## src/ags_pkg.sv

```systemverilog
// Shared types, constants and constant functions of the gimbal angle setpoint generator.
package ags_pkg;

	localparam int ANGLE_WIDTH_DEF = 16;
	localparam int CFG_ADDR_W = 4;
	localparam int CFG_DATA_W = 32;

	localparam int STICK_W = 16;
	localparam int STICK_FRAC = 14;

	localparam longint PI_Q29 = 64'sd1686629713;
	localparam longint STEP10_Q29 = 64'sd93701651;
	localparam longint STEP5_Q29 = 64'sd46850825;

	localparam int STICK_HI = 16221;
	localparam int STICK_LO = 8192;
	localparam int REV_GAP = 200;

	localparam longint WIN_YAW_NUM = 175;
	localparam longint WIN_YAW_DEN = 1000;
	localparam longint WIN_PITCH_NUM = 14;
	localparam longint WIN_PITCH_DEN = 100;

	localparam longint SENS_RST_Q13 = 8;
	localparam longint PITCH_LIM_Q13 = 4096;

	typedef enum logic [1:0] {
		PWR_DEAD,
		PWR_RESURRECT,
		PWR_WORKING
	} pwr_state_t;

	typedef enum logic [1:0] {
		CFG_YAW_SENS,
		CFG_PITCH_SENS,
		CFG_PITCH_MIN,
		CFG_PITCH_MAX
	} cfg_idx_t;

	// rescale a Q29 constant to frac fraction bits, round half up; for frac of 29 or more the value is returned unchanged
	function automatic longint q29_to(longint v, int frac);
		longint r;
		if (frac >= 29) begin
			r = v;
		end else begin
			r = (v + (longint'(1) <<< (28 - frac))) >>> (29 - frac);
		end
		return r;
	endfunction

	// rescale a Q13 constant to frac fraction bits, round half up
	function automatic longint q13_to(longint v, int frac);
		longint r;
		if (frac >= 13) begin
			r = v <<< (frac - 13);
		end else begin
			r = (v + (longint'(1) <<< (12 - frac))) >>> (13 - frac);
		end
		return r;
	endfunction

endpackage

```

## src/ags_wrap.sv

```systemverilog
// Wraps a widened angle sum into [-pi, pi) by subtracting a multiple of 2*pi.
module ags_wrap #(
	parameter int ANGLE_WIDTH = ags_pkg::ANGLE_WIDTH_DEF
) (
	input  logic signed [ANGLE_WIDTH+1:0] sum,
	output logic signed [ANGLE_WIDTH-1:0] wrapped
);
	import ags_pkg::*;

	localparam int FRAC = ANGLE_WIDTH - 3;
	localparam int XW = ANGLE_WIDTH + 4;
	localparam longint PI_L = q29_to(PI_Q29, FRAC);
	localparam logic signed [XW-1:0] P1 = XW'(PI_L);
	localparam logic signed [XW-1:0] P2 = XW'(2 * PI_L);
	localparam logic signed [XW-1:0] P3 = XW'(3 * PI_L);
	localparam logic signed [XW-1:0] P4 = XW'(4 * PI_L);

	logic signed [XW-1:0] x;
	logic signed [XW-1:0] y;

	assign x = XW'(sum);

	always_comb begin
		priority if (x >= P3) begin
			y = x - P4;
		end else if (x >= P1) begin
			y = x - P2;
		end else if (x >= -P1) begin
			y = x;
		end else if (x >= -P3) begin
			y = x + P2;
		end else begin
			y = x + P4;
		end
	end

	assign wrapped = y[ANGLE_WIDTH-1:0];

endmodule

```

## src/gimbal_angle_setpoint_generator.sv

```systemverilog
// Gimbal angle setpoint generator: power phase machine and yaw/pitch reference update.
// From input beat to result beat: input register, product register, result register.
// Throughput: one beat per cycle unless out_stall holds the output; the reference
// feedback loop closes inside the result stage, so back-to-back ticks see the previous
// reference. Reset: pipeline empty, power state dead, references zero, motor pitch
// basis, step armed, reversal gap counter zero, config registers at their defaults.
module gimbal_angle_setpoint_generator #(
	parameter int ANGLE_WIDTH = ags_pkg::ANGLE_WIDTH_DEF
) (
	input  logic                              clk,
	input  logic                              arst_n,
	input  logic                              psel,
	input  logic                              penable,
	input  logic                              pwrite,
	input  logic [ags_pkg::CFG_ADDR_W-1:0]    paddr,
	input  logic [ags_pkg::CFG_DATA_W-1:0]    pwdata,
	output logic [ags_pkg::CFG_DATA_W-1:0]    prdata,
	output logic                              pready,
	input  logic                              in_valid,
	output logic                              in_stall,
	input  logic                              any_motor_on,
	input  logic                              referee_power_on,
	input  logic                              auto_mode,
	input  logic                              pid_test_mode,
	input  logic                              target_seen,
	input  logic signed [ANGLE_WIDTH-1:0]     vision_yaw,
	input  logic signed [ANGLE_WIDTH-1:0]     vision_pitch,
	input  logic signed [ags_pkg::STICK_W-1:0] stick_yaw,
	input  logic signed [ags_pkg::STICK_W-1:0] stick_pitch,
	input  logic                              reverse_request,
	input  logic signed [ANGLE_WIDTH-1:0]     imu_yaw,
	input  logic signed [ANGLE_WIDTH-1:0]     motor_pitch,
	output logic                              out_valid,
	input  logic                              out_stall,
	output logic signed [ANGLE_WIDTH-1:0]     yaw_reference,
	output logic signed [ANGLE_WIDTH-1:0]     pitch_reference,
	output logic [1:0]                        power_state
);
	import ags_pkg::*;

	localparam int W = ANGLE_WIDTH;
	localparam int FRAC = W - 3;
	localparam int SENS_W = W - 1;
	localparam int PW = W + STICK_W;
	localparam int SW = W + 2;
	localparam int AW = STICK_W + 1;

	localparam longint PI_L = q29_to(PI_Q29, FRAC);
	localparam longint STEP10_L = q29_to(STEP10_Q29, FRAC);
	localparam longint STEP5_L = q29_to(STEP5_Q29, FRAC);
	localparam longint YAW_WIN = ((WIN_YAW_NUM <<< FRAC) - 1) / WIN_YAW_DEN;
	localparam longint PITCH_WIN = ((WIN_PITCH_NUM <<< FRAC) - 1) / WIN_PITCH_DEN;

	localparam logic signed [SW-1:0] PI_V = SW'(PI_L);
	localparam logic signed [SW-1:0] STEP10_V = SW'(STEP10_L);
	localparam logic signed [SW-1:0] STEP5_V = SW'(STEP5_L);
	localparam logic [W:0] YAW_WIN_V = (W + 1)'(YAW_WIN);
	localparam logic [W:0] PITCH_WIN_V = (W + 1)'(PITCH_WIN);
	localparam logic signed [PW-1:0] ROUND_HALF = PW'(longint'(1) <<< (STICK_FRAC - 1));

	localparam logic [SENS_W-1:0] SENS_RST = SENS_W'(q13_to(SENS_RST_Q13, FRAC));
	localparam logic signed [W-1:0] PMIN_RST = W'(q13_to(-PITCH_LIM_Q13, FRAC));
	localparam logic signed [W-1:0] PMAX_RST = W'(q13_to(PITCH_LIM_Q13, FRAC));

	// config registers
	logic [SENS_W-1:0]     yaw_sens_q;
	logic [SENS_W-1:0]     pitch_sens_q;
	logic signed [W-1:0]   pitch_min_q;
	logic signed [W-1:0]   pitch_max_q;
	cfg_idx_t              cfg_sel;
	logic                  cfg_wr;

	assign pready = 1'b1;
	assign cfg_sel = cfg_idx_t'(paddr[3:2]);
	assign cfg_wr = psel & penable & pwrite;

	always_ff @(posedge clk or negedge arst_n) begin
		if (!arst_n) begin
			yaw_sens_q <= SENS_RST;
			pitch_sens_q <= SENS_RST;
			pitch_min_q <= PMIN_RST;
			pitch_max_q <= PMAX_RST;
		end else if (cfg_wr) begin
			unique case (cfg_sel)
				CFG_YAW_SENS:   yaw_sens_q <= pwdata[SENS_W-1:0];
				CFG_PITCH_SENS: pitch_sens_q <= pwdata[SENS_W-1:0];
				CFG_PITCH_MIN:  pitch_min_q <= pwdata[W-1:0];
				CFG_PITCH_MAX:  pitch_max_q <= pwdata[W-1:0];
			endcase
		end
	end

	always_comb begin
		unique case (cfg_sel)
			CFG_YAW_SENS:   prdata = CFG_DATA_W'(yaw_sens_q);
			CFG_PITCH_SENS: prdata = CFG_DATA_W'(pitch_sens_q);
			CFG_PITCH_MIN:  prdata = CFG_DATA_W'($unsigned(pitch_min_q));
			CFG_PITCH_MAX:  prdata = CFG_DATA_W'($unsigned(pitch_max_q));
		endcase
	end

	// pipeline control
	logic valid_s1, valid_s2, out_valid_q;
	logic rdy_s1, rdy_s2, rdy_out;
	logic acc_in, adv1, adv2;

	assign rdy_out = !out_valid_q || !out_stall;
	assign rdy_s2 = !valid_s2 || rdy_out;
	assign rdy_s1 = !valid_s1 || rdy_s2;
	assign acc_in = in_valid && rdy_s1;
	assign adv1 = valid_s1 && rdy_s2;
	assign adv2 = valid_s2 && rdy_out;
	assign in_stall = !rdy_s1;
	assign out_valid = out_valid_q;

	always_ff @(posedge clk or negedge arst_n) begin
		if (!arst_n) begin
			valid_s1 <= 1'b0;
			valid_s2 <= 1'b0;
			out_valid_q <= 1'b0;
		end else begin
			if (rdy_s1) begin
				valid_s1 <= in_valid;
			end
			if (rdy_s2) begin
				valid_s2 <= valid_s1;
			end
			if (rdy_out) begin
				out_valid_q <= valid_s2;
			end
		end
	end

	// stage 1: input register
	logic                       any_s1, refp_s1, auto_s1, test_s1, seen_s1, rev_s1;
	logic signed [W-1:0]        vis_yaw_s1, vis_pitch_s1, imu_yaw_s1, mot_pitch_s1;
	logic signed [STICK_W-1:0]  stk_yaw_s1, stk_pitch_s1;

	always_ff @(posedge clk) begin
		if (acc_in) begin
			any_s1 <= any_motor_on;
			refp_s1 <= referee_power_on;
			auto_s1 <= auto_mode;
			test_s1 <= pid_test_mode;
			seen_s1 <= target_seen;
			rev_s1 <= reverse_request;
			vis_yaw_s1 <= vision_yaw;
			vis_pitch_s1 <= vision_pitch;
			imu_yaw_s1 <= imu_yaw;
			mot_pitch_s1 <= motor_pitch;
			stk_yaw_s1 <= stick_yaw;
			stk_pitch_s1 <= stick_pitch;
		end
	end

	// stage 2: products, windows, stick thresholds
	logic signed [PW-1:0] prod_y, prod_p, rnd_y, rnd_p;
	logic signed [W:0]    dyaw, dpitch;
	logic [W:0]           ayaw, apitch;
	logic [AW-1:0]        astk_y, astk_p;
	logic                 win;

	assign prod_y = stk_yaw_s1 * $signed({1'b0, yaw_sens_q});
	assign prod_p = stk_pitch_s1 * $signed({1'b0, pitch_sens_q});
	assign rnd_y = prod_y + ROUND_HALF;
	assign rnd_p = prod_p + ROUND_HALF;

	assign dyaw = imu_yaw_s1 - vis_yaw_s1;
	assign dpitch = mot_pitch_s1 - vis_pitch_s1;
	assign ayaw = dyaw[W] ? (W + 1)'(-dyaw) : dyaw;
	assign apitch = dpitch[W] ? (W + 1)'(-dpitch) : dpitch;
	assign win = seen_s1 && (ayaw <= YAW_WIN_V) && (apitch <= PITCH_WIN_V);

	assign astk_y = stk_yaw_s1[STICK_W-1] ? AW'(-AW'(stk_yaw_s1)) : AW'(stk_yaw_s1);
	assign astk_p = stk_pitch_s1[STICK_W-1] ? AW'(-AW'(stk_pitch_s1)) : AW'(stk_pitch_s1);

	logic                pwr_on_s2, any_s2, auto_s2, test_s2, win_s2, rev_s2;
	logic signed [W-1:0] vis_yaw_s2, vis_pitch_s2, mot_pitch_s2;
	logic signed [W:0]   dy_s2, dp_s2;
	logic                yaw_hi_s2, pitch_hi_s2, both_lo_s2, yaw_neg_s2, pitch_neg_s2;

	always_ff @(posedge clk) begin
		if (adv1) begin
			pwr_on_s2 <= any_s1 | refp_s1;
			any_s2 <= any_s1;
			auto_s2 <= auto_s1;
			test_s2 <= test_s1;
			win_s2 <= win;
			rev_s2 <= rev_s1;
			vis_yaw_s2 <= vis_yaw_s1;
			vis_pitch_s2 <= vis_pitch_s1;
			mot_pitch_s2 <= mot_pitch_s1;
			dy_s2 <= rnd_y[PW-2:STICK_FRAC];
			dp_s2 <= rnd_p[PW-2:STICK_FRAC];
			yaw_hi_s2 <= astk_y >= AW'(STICK_HI);
			pitch_hi_s2 <= astk_p >= AW'(STICK_HI);
			both_lo_s2 <= (astk_y <= AW'(STICK_LO)) && (astk_p <= AW'(STICK_LO));
			yaw_neg_s2 <= stk_yaw_s1[STICK_W-1];
			pitch_neg_s2 <= stk_pitch_s1[STICK_W-1];
		end
	end

	// stage 3: state update and result
	pwr_state_t          phase_q, phase_n;
	logic signed [W-1:0] yaw_ref_q, pitch_ref_q;
	logic                pom_q, armed_q;
	logic [31:0]         since_q;

	logic                working, rev_ok, rev_take, yaw_fire, pitch_fire, rearm;
	logic signed [W-1:0] last_pitch;
	logic signed [SW-1:0] sum_y, sum_p;
	logic signed [W-1:0] yaw_wr, pitch_wr, pitch_lo, pitch_cl;

	always_comb begin
		if (!pwr_on_s2) begin
			phase_n = PWR_DEAD;
		end else begin
			unique case (phase_q)
				PWR_DEAD:      phase_n = PWR_RESURRECT;
				PWR_RESURRECT: phase_n = any_s2 ? PWR_WORKING : PWR_RESURRECT;
				PWR_WORKING:   phase_n = PWR_WORKING;
				default:       phase_n = PWR_DEAD;
			endcase
		end
	end

	assign working = (phase_n == PWR_WORKING);
	assign last_pitch = pom_q ? pitch_ref_q : mot_pitch_s2;
	assign rev_ok = rev_s2 && (since_q >= 32'(REV_GAP)) && (since_q != '1);

	always_comb begin
		rev_take = 1'b0;
		yaw_fire = 1'b0;
		pitch_fire = 1'b0;
		rearm = 1'b0;
		sum_y = '0;
		sum_p = '0;
		if (auto_s2) begin
			if (win_s2) begin
				sum_y = SW'(vis_yaw_s2);
				sum_p = SW'(vis_pitch_s2);
			end
		end else if (!test_s2) begin
			rev_take = rev_ok;
			sum_y = SW'(yaw_ref_q) + (rev_ok ? PI_V : SW'(dy_s2));
			sum_p = SW'(last_pitch) + SW'(dp_s2);
		end else begin
			yaw_fire = yaw_hi_s2 && armed_q;
			pitch_fire = !yaw_fire && pitch_hi_s2 && armed_q;
			rearm = both_lo_s2 && !armed_q;
			sum_y = SW'(yaw_ref_q);
			sum_p = SW'(last_pitch);
			if (yaw_fire) begin
				sum_y = SW'(yaw_ref_q) + (yaw_neg_s2 ? -STEP10_V : STEP10_V);
			end
			if (pitch_fire) begin
				sum_p = SW'(last_pitch) + (pitch_neg_s2 ? -STEP5_V : STEP5_V);
			end
		end
	end

	ags_wrap #(.ANGLE_WIDTH(W)) u_wrap_yaw (
		.sum     (sum_y),
		.wrapped (yaw_wr)
	);

	ags_wrap #(.ANGLE_WIDTH(W)) u_wrap_pitch (
		.sum     (sum_p),
		.wrapped (pitch_wr)
	);

	// raise to min first, then lower to max
	assign pitch_lo = (pitch_wr < pitch_min_q) ? pitch_min_q : pitch_wr;
	assign pitch_cl = (pitch_lo > pitch_max_q) ? pitch_max_q : pitch_lo;

	always_ff @(posedge clk or negedge arst_n) begin
		if (!arst_n) begin
			phase_q <= PWR_DEAD;
			yaw_ref_q <= '0;
			pitch_ref_q <= '0;
			pom_q <= 1'b0;
			armed_q <= 1'b1;
			since_q <= '0;
		end else if (adv2) begin
			phase_q <= phase_n;
			since_q <= (working && rev_take) ? '0 : since_q + 32'd1;
			if (working) begin
				yaw_ref_q <= yaw_wr;
				pitch_ref_q <= pitch_cl;
				pom_q <= 1'b1;
				if (yaw_fire || pitch_fire) begin
					armed_q <= 1'b0;
				end else if (rearm) begin
					armed_q <= 1'b1;
				end
			end else begin
				yaw_ref_q <= '0;
				pitch_ref_q <= '0;
				pom_q <= 1'b0;
			end
		end
	end

	assign yaw_reference = yaw_ref_q;
	assign pitch_reference = pitch_ref_q;
	assign power_state = phase_q;

endmodule

```

## config.mk

```make
export PLATFORM = sky130hd
export DESIGN_NAME = gimbal_angle_setpoint_generator
export DESIGN_NICKNAME = d
export VERILOG_FILES = /design/src/ags_pkg.sv /design/src/ags_wrap.sv /design/src/gimbal_angle_setpoint_generator.sv
export SDC_FILE = /design/constraint.sdc
export NUM_CORES = 2
export LEC_CHECK = 0
export BUFFER_PORTS_ARGS = -buffer_cell sky130_fd_sc_hd__buf_4
export CAP_MARGIN = 20
export CORE_MARGIN = 2
export CORE_UTILIZATION = 47
export CTS_CLUSTER_DIAMETER = 50
export CTS_CLUSTER_SIZE = 10
export DETAILED_ROUTE_END_ITERATION = 7
export SLEW_MARGIN = 15
export SYNTH_ARGS = -nofsm -noshare
export SYNTH_HDL_FRONTEND = slang
export SYNTH_HIERARCHICAL = 1
export SYNTH_SLANG_ARGS = --single-unit
```

## constraint.sdc

```tcl
create_clock -name clk -period 14.2 [get_ports clk]
set_clock_uncertainty 0.05 [all_clocks]
set_input_delay 2.84 -clock clk [delete_from_list [all_inputs] [get_ports clk]]
set_output_delay 2.84 -clock clk [all_outputs]
set_load 0.05 [all_outputs]
```

==> flow_metrics.tcl <==
set metrics [dict create \
    core.rowCount 108 \
    yosysSeqAreaShare_pct 22.33 \
    regToRegSetupSlack_ps 3220 \
    wire_per_inst_um 19.27 \
    via_count 30690 \
    rsz0062_at_grt "false" \
    nFillCells 8087 \
    status "finished, final reports clean" \
    final_cells 5636 \
    synth-edff-count 195 \
    fmax_ghz 0.09109 \
    cts_tree "done" \
    largest_reg_flops 32 \
    cts.sinks 328 \
    portBuffers 178 \
    synth.yosys.warnings 6 \
    clock_path_buffers 3 \
    netlist_instances 4348 \
    reg_top3 "since_q: 32 flops, dp_s2: 17 flops, dy_s2: 17 flops" \
    grt_max_degree 77 \
    final_nets 5398 \
    worst_pin_slew_ps 1069 \
    cts_hold_buffers 0 \
    slew_violations 0 \
    drc 0 \
    use_met2_pct 42.86 \
    critPathLaunchType "flip-flop" \
    place_hpwl_um 84310 \
    cts-root-buf "clkbuf_16" \
    top_usage_layer "met2" \
    met3_usage_pct 3.707 \
    synth.cell_area_sq_mm 0.04117 \
    cts_resized 0 \
    crit_path_max_incr_delay_ps 630 \
    vias_per_cell 5.446 \
    setup.worst_path.end_class "flip-flop" \
    antenna_left 0 \
    place_congestion 0.9070 \
    hold_depth 0 \
    pin_count 214 \
    initial_utilization_pct 47.46 \
    grtUsageTotal_pct 24.81 \
    synth_top_area_cell "fa_1" \
    htree_num_levels 2 \
    post_cts_buffers 0 \
    synthTopCellsByArea "fa_1, edfxtp_1, ha_1, dfrtp_1, inv_1" \
    grt_overflow 0 \
    layout_min_cycle_time_ps 10980 \
    path_clk_slew_ps 60 \
    relSlewSlack_pct 27.98 \
    cap_violations 0 \
    netlist-cell-type-count 114 \
    grt_pass1_vias 31580 \
    setup_viol 0 \
    worst-endpoint-required_ps 14680 \
    fin_crit_sh_pct 77.31 \
    async_flop_share_pct 40.55 \
    largest-register "since_q" \
    hp-class "flip-flop to flip-flop" \
    dp_cells 5538 \
    antenna_found_initial 3 \
    syn_avg_cell_area_sq_um 9.469 \
    grt_pass1_wl_um 174900 \
    reg2reg_depth 43 \
    ys_ff_latch 328 \
    cp_slowest_cell "o41ai_1" \
    drtIter0Drc 1970 \
    coreArea_sq_mm 0.08675 \
    synth_top_area_share_pct 23.63 \
    path_class "flip-flop to flip-flop" \
    cpMostUsedCell "o21ai_0" \
    wirelength_um 108600 \
    worstPathArrival_ps 11460 \
    synthToLayoutAreaGrowth_pct 10.10 \
    hold_violations 0 \
    drtPass1Iterations 5 \
    die_area_sq_mm 0.08998 \
    die_y_um 300.0 \
    synth_flop_cell "edfxtp_1" \
    path_max_fanout 22 \
    numCtsBuffers 53 \
    insertion_delay_ps 650 \
    die_w_um 300.0 \
    layout-drive-gt1-share_pct 11.90 \
    grt_util_met1_pct 31.22 \
    setup-tns-final_ps 0 \
]
## metal layers
metal | up-vias | share of wire (%)
met4 | 4 | 4.4
met1 | 15290 | 41
li1 | 14540 | -
met5 | - | 0.021
met2 | 653 | 49
met3 | 201 | 4.7
## kinds of logic (layout without fill, tap and decap cells)
family,Yosys count,count (layout),share of synthesized area (%)
XOR/XNOR,190,190,4.060
AND/OR/NAND/NOR,1274,1274,15.74
AO/OA/AOI/OAI,688,688,11.51
multiplexers,133,133,3.981
flip-flops,328,328,22.33
adder cells (fa/ha/maj),815,815,33.63
buffers and inverters,918,1035,8.728
other,2,18,0.01824
## stage by stage
step                utilization, %  hold WS (ps)  setup slack (ps)  area, sq um
finish                       52.25         371.3              3222        45330
CTS                          52.25         373.0              3329        45330
global placement             50.14         357.3              3532        43500
floorplan                        -         350.3              4211        41230
global route                 52.25         386.3              2226        45330
detailed placement           50.14         359.3              3391        43500
## cell type report
cell class,count,area [sq um],area share (%)
Tap cell,1155,1445,3.188
Antenna cell,1,2.502,0.005521
Clock buffer,70,1461,3.224
Inverter,705,2646,5.838
Clock inverter,27,364.1,0.8032
Multi-Input combinational cell,3117,28460,62.79
Sequential cell,328,9194,20.28
Timing Repair Buffer,233,1753,3.867
## critical path, delay by kind of cell (launching register included)
family / cells / cell delay [ps]
adders and majority gates: 3 / 1070
xor gates and xnor gates: 1 / 250
buffers and inverters: 4 / 960
and+or+nand+nor: 9 / 1780
AOI/OAI and AO/OA: 23 / 5580
DFF: 1 / 330
muxes: 3 / 820
## cell usage after synthesis (all sizes together), types with 18 or more instances
cell / count
nor2b: 30
a21o: 40
nand2: 421
ha: 329
dfrtp: 125
fa: 486
inv: 704
nor4: 18
a21oi: 149
and3: 25
edfxtp: 195
xnor2: 121
nor2: 192
mux2: 96
nand3: 85
o21ai: 161
or2: 25
nand2b: 30
o21bai: 20
mux2i: 22
a31o: 22
buf: 41
a31oi: 25
xor2: 69
nor3: 52
or3: 24
a211oi: 29
o31ai: 25
o21a: 24
clkbuf: 172
and2: 287
a22o: 28
nand4: 26
## layout by cell type (no fill, tap or decap), types with 17 or more instances in the layout
| master | count |
|---|---|
| buf_4 | 232 |
| dfrtp_1 | 125 |
| or2_2 | 22 |
| nand2_1 | 421 |
| o31ai_1 | 22 |
| mux2i_1 | 22 |
| xnor2_1 | 120 |
| or3_1 | 24 |
| a211oi_1 | 25 |
| conb_1 | 17 |
| o21ai_0 | 152 |
| a31oi_1 | 24 |
| and3_1 | 25 |
| mux2_2 | 96 |
| edfxtp_1 | 195 |
| o21a_1 | 23 |
| ha_1 | 329 |
| fa_1 | 486 |
| nor3_1 | 49 |
| o21bai_1 | 20 |
| xor2_1 | 69 |
| nand2b_1 | 29 |
| a31o_2 | 21 |
| nor2b_1 | 29 |
| a21oi_1 | 145 |
| clkbuf_16 | 54 |
| and2_1 | 285 |
| a21o_1 | 38 |
| a22o_1 | 27 |
| nand4_1 | 26 |
| nor2_1 | 191 |
| nor4_1 | 17 |
| nand3_1 | 84 |
| inv_1 | 704 |
## worst paths after layout
check	from	end
min in group asynchronous	arst_n	pitch_min_q[3]$_DFFE_PN0P_
worst max register to register	pom_q$_DFFE_PN0P_	pitch_reference[10]$_DFFE_PN0P_
worst min register to register	auto_s1$_DFFE_PP_	auto_s2$_DFFE_PP_
worst max-delay path	pom_q$_DFFE_PN0P_	pitch_reference[10]$_DFFE_PN0P_
worst min-delay path	auto_s1$_DFFE_PP_	auto_s2$_DFFE_PP_
max in group asynchronous	arst_n	since_q[22]$_DFFE_PN0P_
Power is not shown: default switching activity piles up to over one toggle a cycle in this logic, so the estimate is an artifact.
